**src/design/vcm_pkg.sv**
```systemverilog
package vcm_pkg;

    // Vertex id space covered by the selection bitmap.
    localparam int unsigned MAX_VERTICES = 65536;
    localparam int unsigned MAP_AW       = (MAX_VERTICES > 2) ? $clog2(MAX_VERTICES) : 1;

    localparam int unsigned VID_W   = 16;
    localparam int unsigned COUNT_W = 17;
    localparam logic [COUNT_W-1:0] COUNT_MAX = {COUNT_W{1'b1}};

    typedef logic [VID_W-1:0]   t_vid;
    typedef logic [MAP_AW-1:0]  t_map_addr;
    typedef logic [COUNT_W-1:0] t_count;

    typedef struct packed {
        t_vid src_vertex;
        t_vid dst_vertex;
    } t_edge_in;

    typedef struct packed {
        logic   edge_taken;
        t_count cover_size;
    } t_edge_out;

    // Status of the post-reset bitmap clearing pass.
    typedef struct packed {
        logic      busy;
        t_map_addr addr;
    } t_clr;

    function automatic logic vid_in_range(input t_vid v);
        return 32'(v) < MAX_VERTICES;
    endfunction

    function automatic t_map_addr vid_to_addr(input t_vid v);
        return MAP_AW'(v);
    endfunction

endpackage

```
**src/design/vcm_clear_seq.sv**
```systemverilog
module vcm_clear_seq
    import vcm_pkg::*;
(
    input  logic i_clk,
    input  logic i_rst_n,
    output t_clr o_clr
);

    localparam t_map_addr LAST_ADDR = MAP_AW'(MAX_VERTICES - 1);

    logic      r_busy;
    t_map_addr r_addr;

    // One bitmap entry cleared per cycle after reset.
    always_ff @(posedge i_clk) begin
        if (!i_rst_n) begin
            r_busy <= 1'b1;
            r_addr <= '0;
        end else if (r_busy) begin
            if (r_addr == LAST_ADDR) begin
                r_busy <= 1'b0;
            end else begin
                r_addr <= r_addr + 1'b1;
            end
        end
    end

    assign o_clr.busy = r_busy;
    assign o_clr.addr = r_addr;

endmodule

```
**config.mk**
```make
export PLATFORM = sky130hd
export DESIGN_NAME = vcm_clear_seq
export DESIGN_NICKNAME = d
export VERILOG_FILES = /design/src/design/vcm_pkg.sv /design/src/design/vcm_clear_seq.sv
export SDC_FILE = /design/constraint.sdc
export NUM_CORES = 1
export LEC_CHECK = 0
export BUFFER_PORTS_ARGS = -buffer_cell sky130_fd_sc_hd__buf_2
export CORE_UTILIZATION = 39
export DETAILED_ROUTE_END_ITERATION = 8
export HOLD_SLACK_MARGIN = 0.12
export PLACE_DENSITY = 0.63
export SETUP_SLACK_MARGIN = 0.15
export SYNTH_ARGS = -nofsm -noshare
export SYNTH_HDL_FRONTEND = slang
export SYNTH_SLANG_ARGS = --single-unit
```
**constraint.sdc**
```tcl
create_clock -name i_clk -period 4.56 [get_ports i_clk]
set_input_delay 0.228 -clock i_clk [delete_from_list [all_inputs] [get_ports i_clk]]
set_output_delay 0.228 -clock i_clk [all_outputs]
set_load 0.01 [all_outputs]
```
==> results.cfg, run 1 <==
[floorplanning]
dieArea_um2 = 2340
std_cell_rows = 16
fp.dieW_um = 48.3
initial_core_util = 0.422
fp.coreArea_um2 = 1980
ios = 19
fp.dieH_um = 48.3

[route]
routedWlPerCell_um = 12.2
avgViaCountPerCell = 5.44
routed_wl_mm = 1.73
via_count = 772
drt-initial-drc-count = 14
antenna_left = 0
firstDrtPassIters = 4
drc_errors = 0

[final_layout]
final_nets = 119
utilization = 0.492
final_common_cell = buf_2
antenna_cells = 0
synthToLayoutAreaGrowth_pct = 16.6
final_cell_mix = 18 x buf_2, 17 x dfxtp_1, 10 x a21oi_1, 10 x nand2_1, 6 x nand3_1
layout-drive-gt1-share = 0.243

[timing]
finalHoldViolCount = 0
clock_skew_ns = 0.00759
fmax_mhz = 500
post-route-period-util = 0.438
maxSlewHeadroom = 0.725
period_needed_ns = 2.00
tightestPinTransition_ns = 0.412
finalMaxSlewViolations = 0
setup_tns_ns = 0
rsz0062_at_grt = no
setup_viol = 0

[place]
gp_congestion = 0.752
portBuffers = 18
dpl.hpwl_mm = 1.26

[clocking]
cts_resized = 0
htree_levels = 1
clk_latency_ns = 0.29
clk_pin_slew_ns = 0.10
tritoncts = yes
cts.sinks = 17
holdBufCountCts = 0
cts-root-buf = clkbuf_4
cts_buffer_depth = 2
cts-buffers-inserted = 3
post-cts-setup-buffers = 0

[grt]
grt_pass1_vias = 705
track_usage = 0.168
gr-total-overflow = 0
antenna_found_initial = 0
grt_max_degree = 13
grt_pass1_wl_mm = 3.10

[min_path]
holdCritPathClass = in -> reg

[setup_path]
path_max_fanout = 5
required_ns = 4.78
path_cells = ha_1 > and4_1 > o2111ai_1 > or4_2 > a21oi_1
worst_path_largest_cell_delay_ns = 0.59
cp.arrival_ns = 2.22
cpMaxStageDelayCell = or4_2
path_class = reg -> reg
worstSetupEndpointType = register
cp-start-kind = register

[synth]
synth_seq_cells = 17
synth_cell_types = 32
yosysSeqAreaShare = 0.407
synth_area_per_cell_um2 = 8.72
syn_nets = 99
syn_area_um2 = 837
yosysTopAreaCellShare = 0.407
synth_top_area_cell = dfxtp_1
synth.area.top_cells = dfxtp_1 41%, a21oi_1 6.0%, nand2_1 4.5%, o31ai_1 4.5%, nand3_1 3.6%
synthCells = 96
ys_warn_count = 0

[pwr]
p_leak_nw = 0.392
vdd_drop_max_mv = 0.125
powerDensity_nw_per_um2 = 249

[run_status]
status = finished, final reports clean

[job]
maxCapViolCount = 0
## layout make-up
cell class / count / area (um2)
clock buffers: 3 / 22.5
clock inverters: 1 / 5.00
fillers: 206 / 1010
inverters: 3 / 11.3
multi-input cells: 72 / 465
flip-flops and latches: 17 / 340
well taps: 27 / 33.8
repair buffers: 19 / 97.6
## cells by family (layout without fill, tap and decap cells)
family	Yosys count	in the layout	share of synthesized area
adder cells (fa/ha/maj)	1	1	0.0149
multiplexers	1	1	0.0120
flip-flops	17	17	0.407
buffers and inverters	7	26	0.0374
AND/OR/NAND/NOR	43	43	0.323
AO/OA/AOI/OAI	25	25	0.185
XOR/XNOR	2	2	0.0209
## layer usage
| layer | GRT usage | share of wire | vias up |
|---|---|---|---|
| li1 | - | - | 410 |
| met1 | 0.220 | 0.49 | 346 |
| met2 | 0.270 | 0.46 | 14 |
| met3 | 0.0409 | 0.042 | 2 |
| met4 | 0.0588 | 0.0046 | 0 |
| met5 | 0 | 0 | - |
## cell usage after synthesis
library cell / count
a21oi_1: 10
a31oi_1: 1
and3_1: 1
and4_1: 2
buf_2: 1
buf_4: 1
clkbuf_1: 2
dfxtp_1: 17
ha_1: 1
inv_1: 3
mux2i_1: 1
nand2_1: 10
nand2b_1: 2
nand3_1: 6
nand4_1: 2
nand4_2: 1
nand4_4: 1
nor2_1: 4
nor3_1: 2
nor3b_1: 1
nor4b_1: 1
o2111ai_1: 1
o211ai_1: 2
o21ai_0: 4
o31ai_1: 5
o41ai_1: 2
or3_1: 3
or3_2: 1
or4_1: 4
or4_2: 1
or4b_4: 1
xor2_1: 2
## metrics by stage
stage	cell area [um2]	total power, mW	hold slack (ns)	setup WS [ns]	cells
2_1_floorplan	837	0.163	0.494	2.70	96
3_3_place_gp	948	0.167	0.476	2.68	138
3_5_place_dp	948	0.167	0.483	2.60	138
4_1_cts	976	0.249	0.175	2.57	142
5_1_grt	976	0.260	0.198	2.38	142
6_report	976	0.243	0.188	2.56	142
## state kept, by name, indices dropped and copies added, names as in the netlist
register	count
r_busy	1
r_addr	16
## worst max-delay path, delay by kind of cell (launching register included)
kind / cells / cell delay (ns)
AOI/OAI and AO/OA: 2 / 0.40
DFF: 1 / 0.42
and+or+nand+nor: 2 / 0.88
adders and majority gates: 1 / 0.24
## power by group
part	internal [mW]	switching [mW]	total (mW)
clock network	0.0326	0.0466	0.0792
logic	0.00392	0.00660	0.0105
registers	0.151	0.00283	0.153
total	0.187	0.0560	0.243
## final timing paths
| kind | depth (start not counted) | endpoint | start | slack, ns |
|---|---|---|---|---|
| worst max-delay path | 5 | r_addr[14]$_SDFFE_PN0P_ | r_addr[0]$_SDFFE_PN0P_ | 2.56 |
| worst min-delay path | 2 | r_busy$_SDFF_PN1_ | i_rst_n | 0.19 |
| worst max register to register | 5 | r_addr[14]$_SDFFE_PN0P_ | r_addr[0]$_SDFFE_PN0P_ | 2.56 |
| worst min register to register | 2 | r_addr[15]$_SDFFE_PN0P_ | r_addr[15]$_SDFFE_PN0P_ | 0.49 |
Note: power is estimated with default switching activity, not from simulation.
==> inputs of run 2 (changes only) <==
==> constraint.sdc (replaced) <==
create_clock -name i_clk -period 2 [get_ports i_clk]
set_input_delay 0.1 -clock i_clk [delete_from_list [all_inputs] [get_ports i_clk]]
set_output_delay 0.1 -clock i_clk [all_outputs]
set_load 0.01 [all_outputs]
==> run 2 against run 1 <==
Register-to-register slack worse by 2.3 ns. First-iteration DRC count up 29%. Die area unchanged. Setup slack worse by 2.3 ns. Cell count up 4.2%. Clock skew down 0.0065 ns. Clock power up 130%. Sequential cell count unchanged. Design area up 6.7%. Total power up 130%. Critical endpoint is now r_addr[13]$_SDFFE_PN0P_. Largest power group unchanged. Highest routed layer unchanged.
==> results.cfg, run 2 (synthesis gave the netlist of run 1 again) <==
[run_status]
status = finished, final reports clean

[route]
firstDrtPassIters = 4
antenna_left = 0
drt-initial-drc-count = 18
via_count = 827
routedWlPerCell_um = 12.4
routed_wl_mm = 1.84
avgViaCountPerCell = 5.59
drc_errors = 0

[grt]
grt_max_degree = 13
gr-total-overflow = 0
grt_pass1_vias = 746
antenna_found_initial = 0
grt_pass1_wl_mm = 3.23
track_usage = 0.175

[min_path]
hold_depth = 2
min_from = r_addr[15]$_SDFFE_PN0P_
holdCritPathClass = reg -> reg
holdPathEnd = r_addr[15]$_SDFFE_PN0P_

[timing]
clock_skew_ns = 0.00108
post-route-period-util = 0.889
finalMaxSlewViolations = 0
finalHoldViolCount = 0
period_needed_ns = 1.78
rsz0062_at_grt = yes
setup_tns_ns = 0
maxSlewHeadroom = 0.746
fmax_mhz = 562
tightestPinTransition_ns = 0.380
setup_viol = 0

[clocking]
post-cts-setup-buffers = 0
cts.sinks = 17
clk_latency_ns = 0.28
cts-buffers-inserted = 3
clk_pin_slew_ns = 0.10
cts-root-buf = clkbuf_4
htree_levels = 1
tritoncts = yes
cts_buffer_depth = 2

[place]
dpl_cell_area_um2 = 987
gp_congestion = 0.733
portBuffers = 18
dpl.hpwl_mm = 1.36

[final_layout]
ff_latch_area_um2 = 352
top_regs = r_addr x16, r_busy x1
final_common_cell = buf_2
layout-drive-gt1-share = 0.339
antenna_cells = 0
largest_reg_flops = 16
largest_register = r_addr
final_cell_mix = 18 x buf_2, 12 x dfxtp_1, 10 x a21oi_1, 10 x nand2_1
nFillCells = 198
synthToLayoutAreaGrowth_pct = 24.4
final_nets = 125
multiInputGateArea_um2 = 472
design_area_um2 = 1040

[floorplanning]
fp.coreArea_um2 = 1980
dieArea_um2 = 2340
initial_core_util = 0.422
fp.dieW_um = 48.3
fp.dieH_um = 48.3
ios = 19
std_cell_rows = 16

[pwr]
p_int_uw = 429
power.switching_uw = 130
pwr-share-clk = 0.324
p_seq_frac = 0.628
vdd_drop_max_mv = 0.352
p_leak_nw = 0.422
p_comb_frac = 0.047
powerDensity_nw_per_um2 = 537
netSwitchingFraction = 0.233

[setup_path]
required_ns = 2.22
ff2ff_setup_slack_ns = 0.22
path_max_fanout = 7
r2r-end = r_addr[13]$_SDFFE_PN0P_
reg2reg_from = r_addr[2]$_SDFFE_PN0P_
cp-start-kind = register
worstSetupEndpointType = register
path_class = reg -> reg
cp.arrival_ns = 2.00
rr_worst_depth = 4

[job]
maxCapViolCount = 0
## run 2: worst max-delay path by stage
stage	startpoint	endpoint	slack (ns)	cells after the start
after floorplan	r_addr[1]$_SDFFE_PN0P_	r_addr[14]$_SDFFE_PN0P_	0.15	5
after global placement	r_addr[1]$_SDFFE_PN0P_	r_addr[14]$_SDFFE_PN0P_	0.13	5
after detailed placement	r_addr[1]$_SDFFE_PN0P_	r_addr[14]$_SDFFE_PN0P_	0.10	5
after CTS	r_addr[0]$_SDFFE_PN0P_	r_addr[14]$_SDFFE_PN0P_	0.16	5
after global routing	r_addr[2]$_SDFFE_PN0P_	r_addr[13]$_SDFFE_PN0P_	0.14	4
final	r_addr[2]$_SDFFE_PN0P_	r_addr[13]$_SDFFE_PN0P_	0.22	4
## run 2: layout make-up
cell class	count	area share
multi-input combinational	72	0.453
inverter	3	0.0108
sequential	17	0.338
clock inverter	1	0.00481
tap	27	0.0325
timing repair buffer	25	0.139
clock buffer	3	0.0216
## run 2: timing repair
| item | CTS | global route |
|---|---|---|
| hold endpoints to repair | 1 | 0 |
| resized for setup | 2 | 8 |
| hold buffers | 1 | 0 |
| setup endpoints to repair | 1 | 2 |
## run 2: power groups by stage
| stage | Combinational (mW) | Clock (mW) | Sequential, mW |
|---|---|---|---|
| 6_report | 0.0265 | 0.181 | 0.351 |
| 5_1_grt | 0.0321 | 0.211 | 0.352 |
| 4_1_cts | 0.0262 | 0.190 | 0.351 |
| 3_5_place_dp | 0.0245 | 0 | 0.359 |
| 3_3_place_gp | 0.0240 | 0 | 0.358 |
| 2_1_floorplan | 0.0137 | 0 | 0.359 |
## run 2: critical path: stages, from the launching register on
cell,delay (ns)
dfxtp_2,0.39
and4_2,0.28
or4b_4,0.49
or4_1,0.41
a21oi_1,0.15
## run 2: layer usage
metal	vias to the layer above	track usage	share of wire
met5	-	0	0
met4	0	0.0588	0.0043
met3	2	0.0283	0.024
met2	13	0.305	0.50
met1	393	0.217	0.47
li1	419	-	-
## run 2: through the flow
stage	power [mW]	util	setup slack, ns	cells	hold WS (ns)
2_1_floorplan	0.373	-	0.155	96	0.366
3_3_place_gp	0.382	0.498	0.132	143	0.358
3_5_place_dp	0.383	0.498	0.104	143	0.364
4_1_cts	0.567	0.518	0.163	148	0.511
5_1_grt	0.596	0.525	0.138	148	0.559
6_report	0.559	0.525	0.222	148	0.507
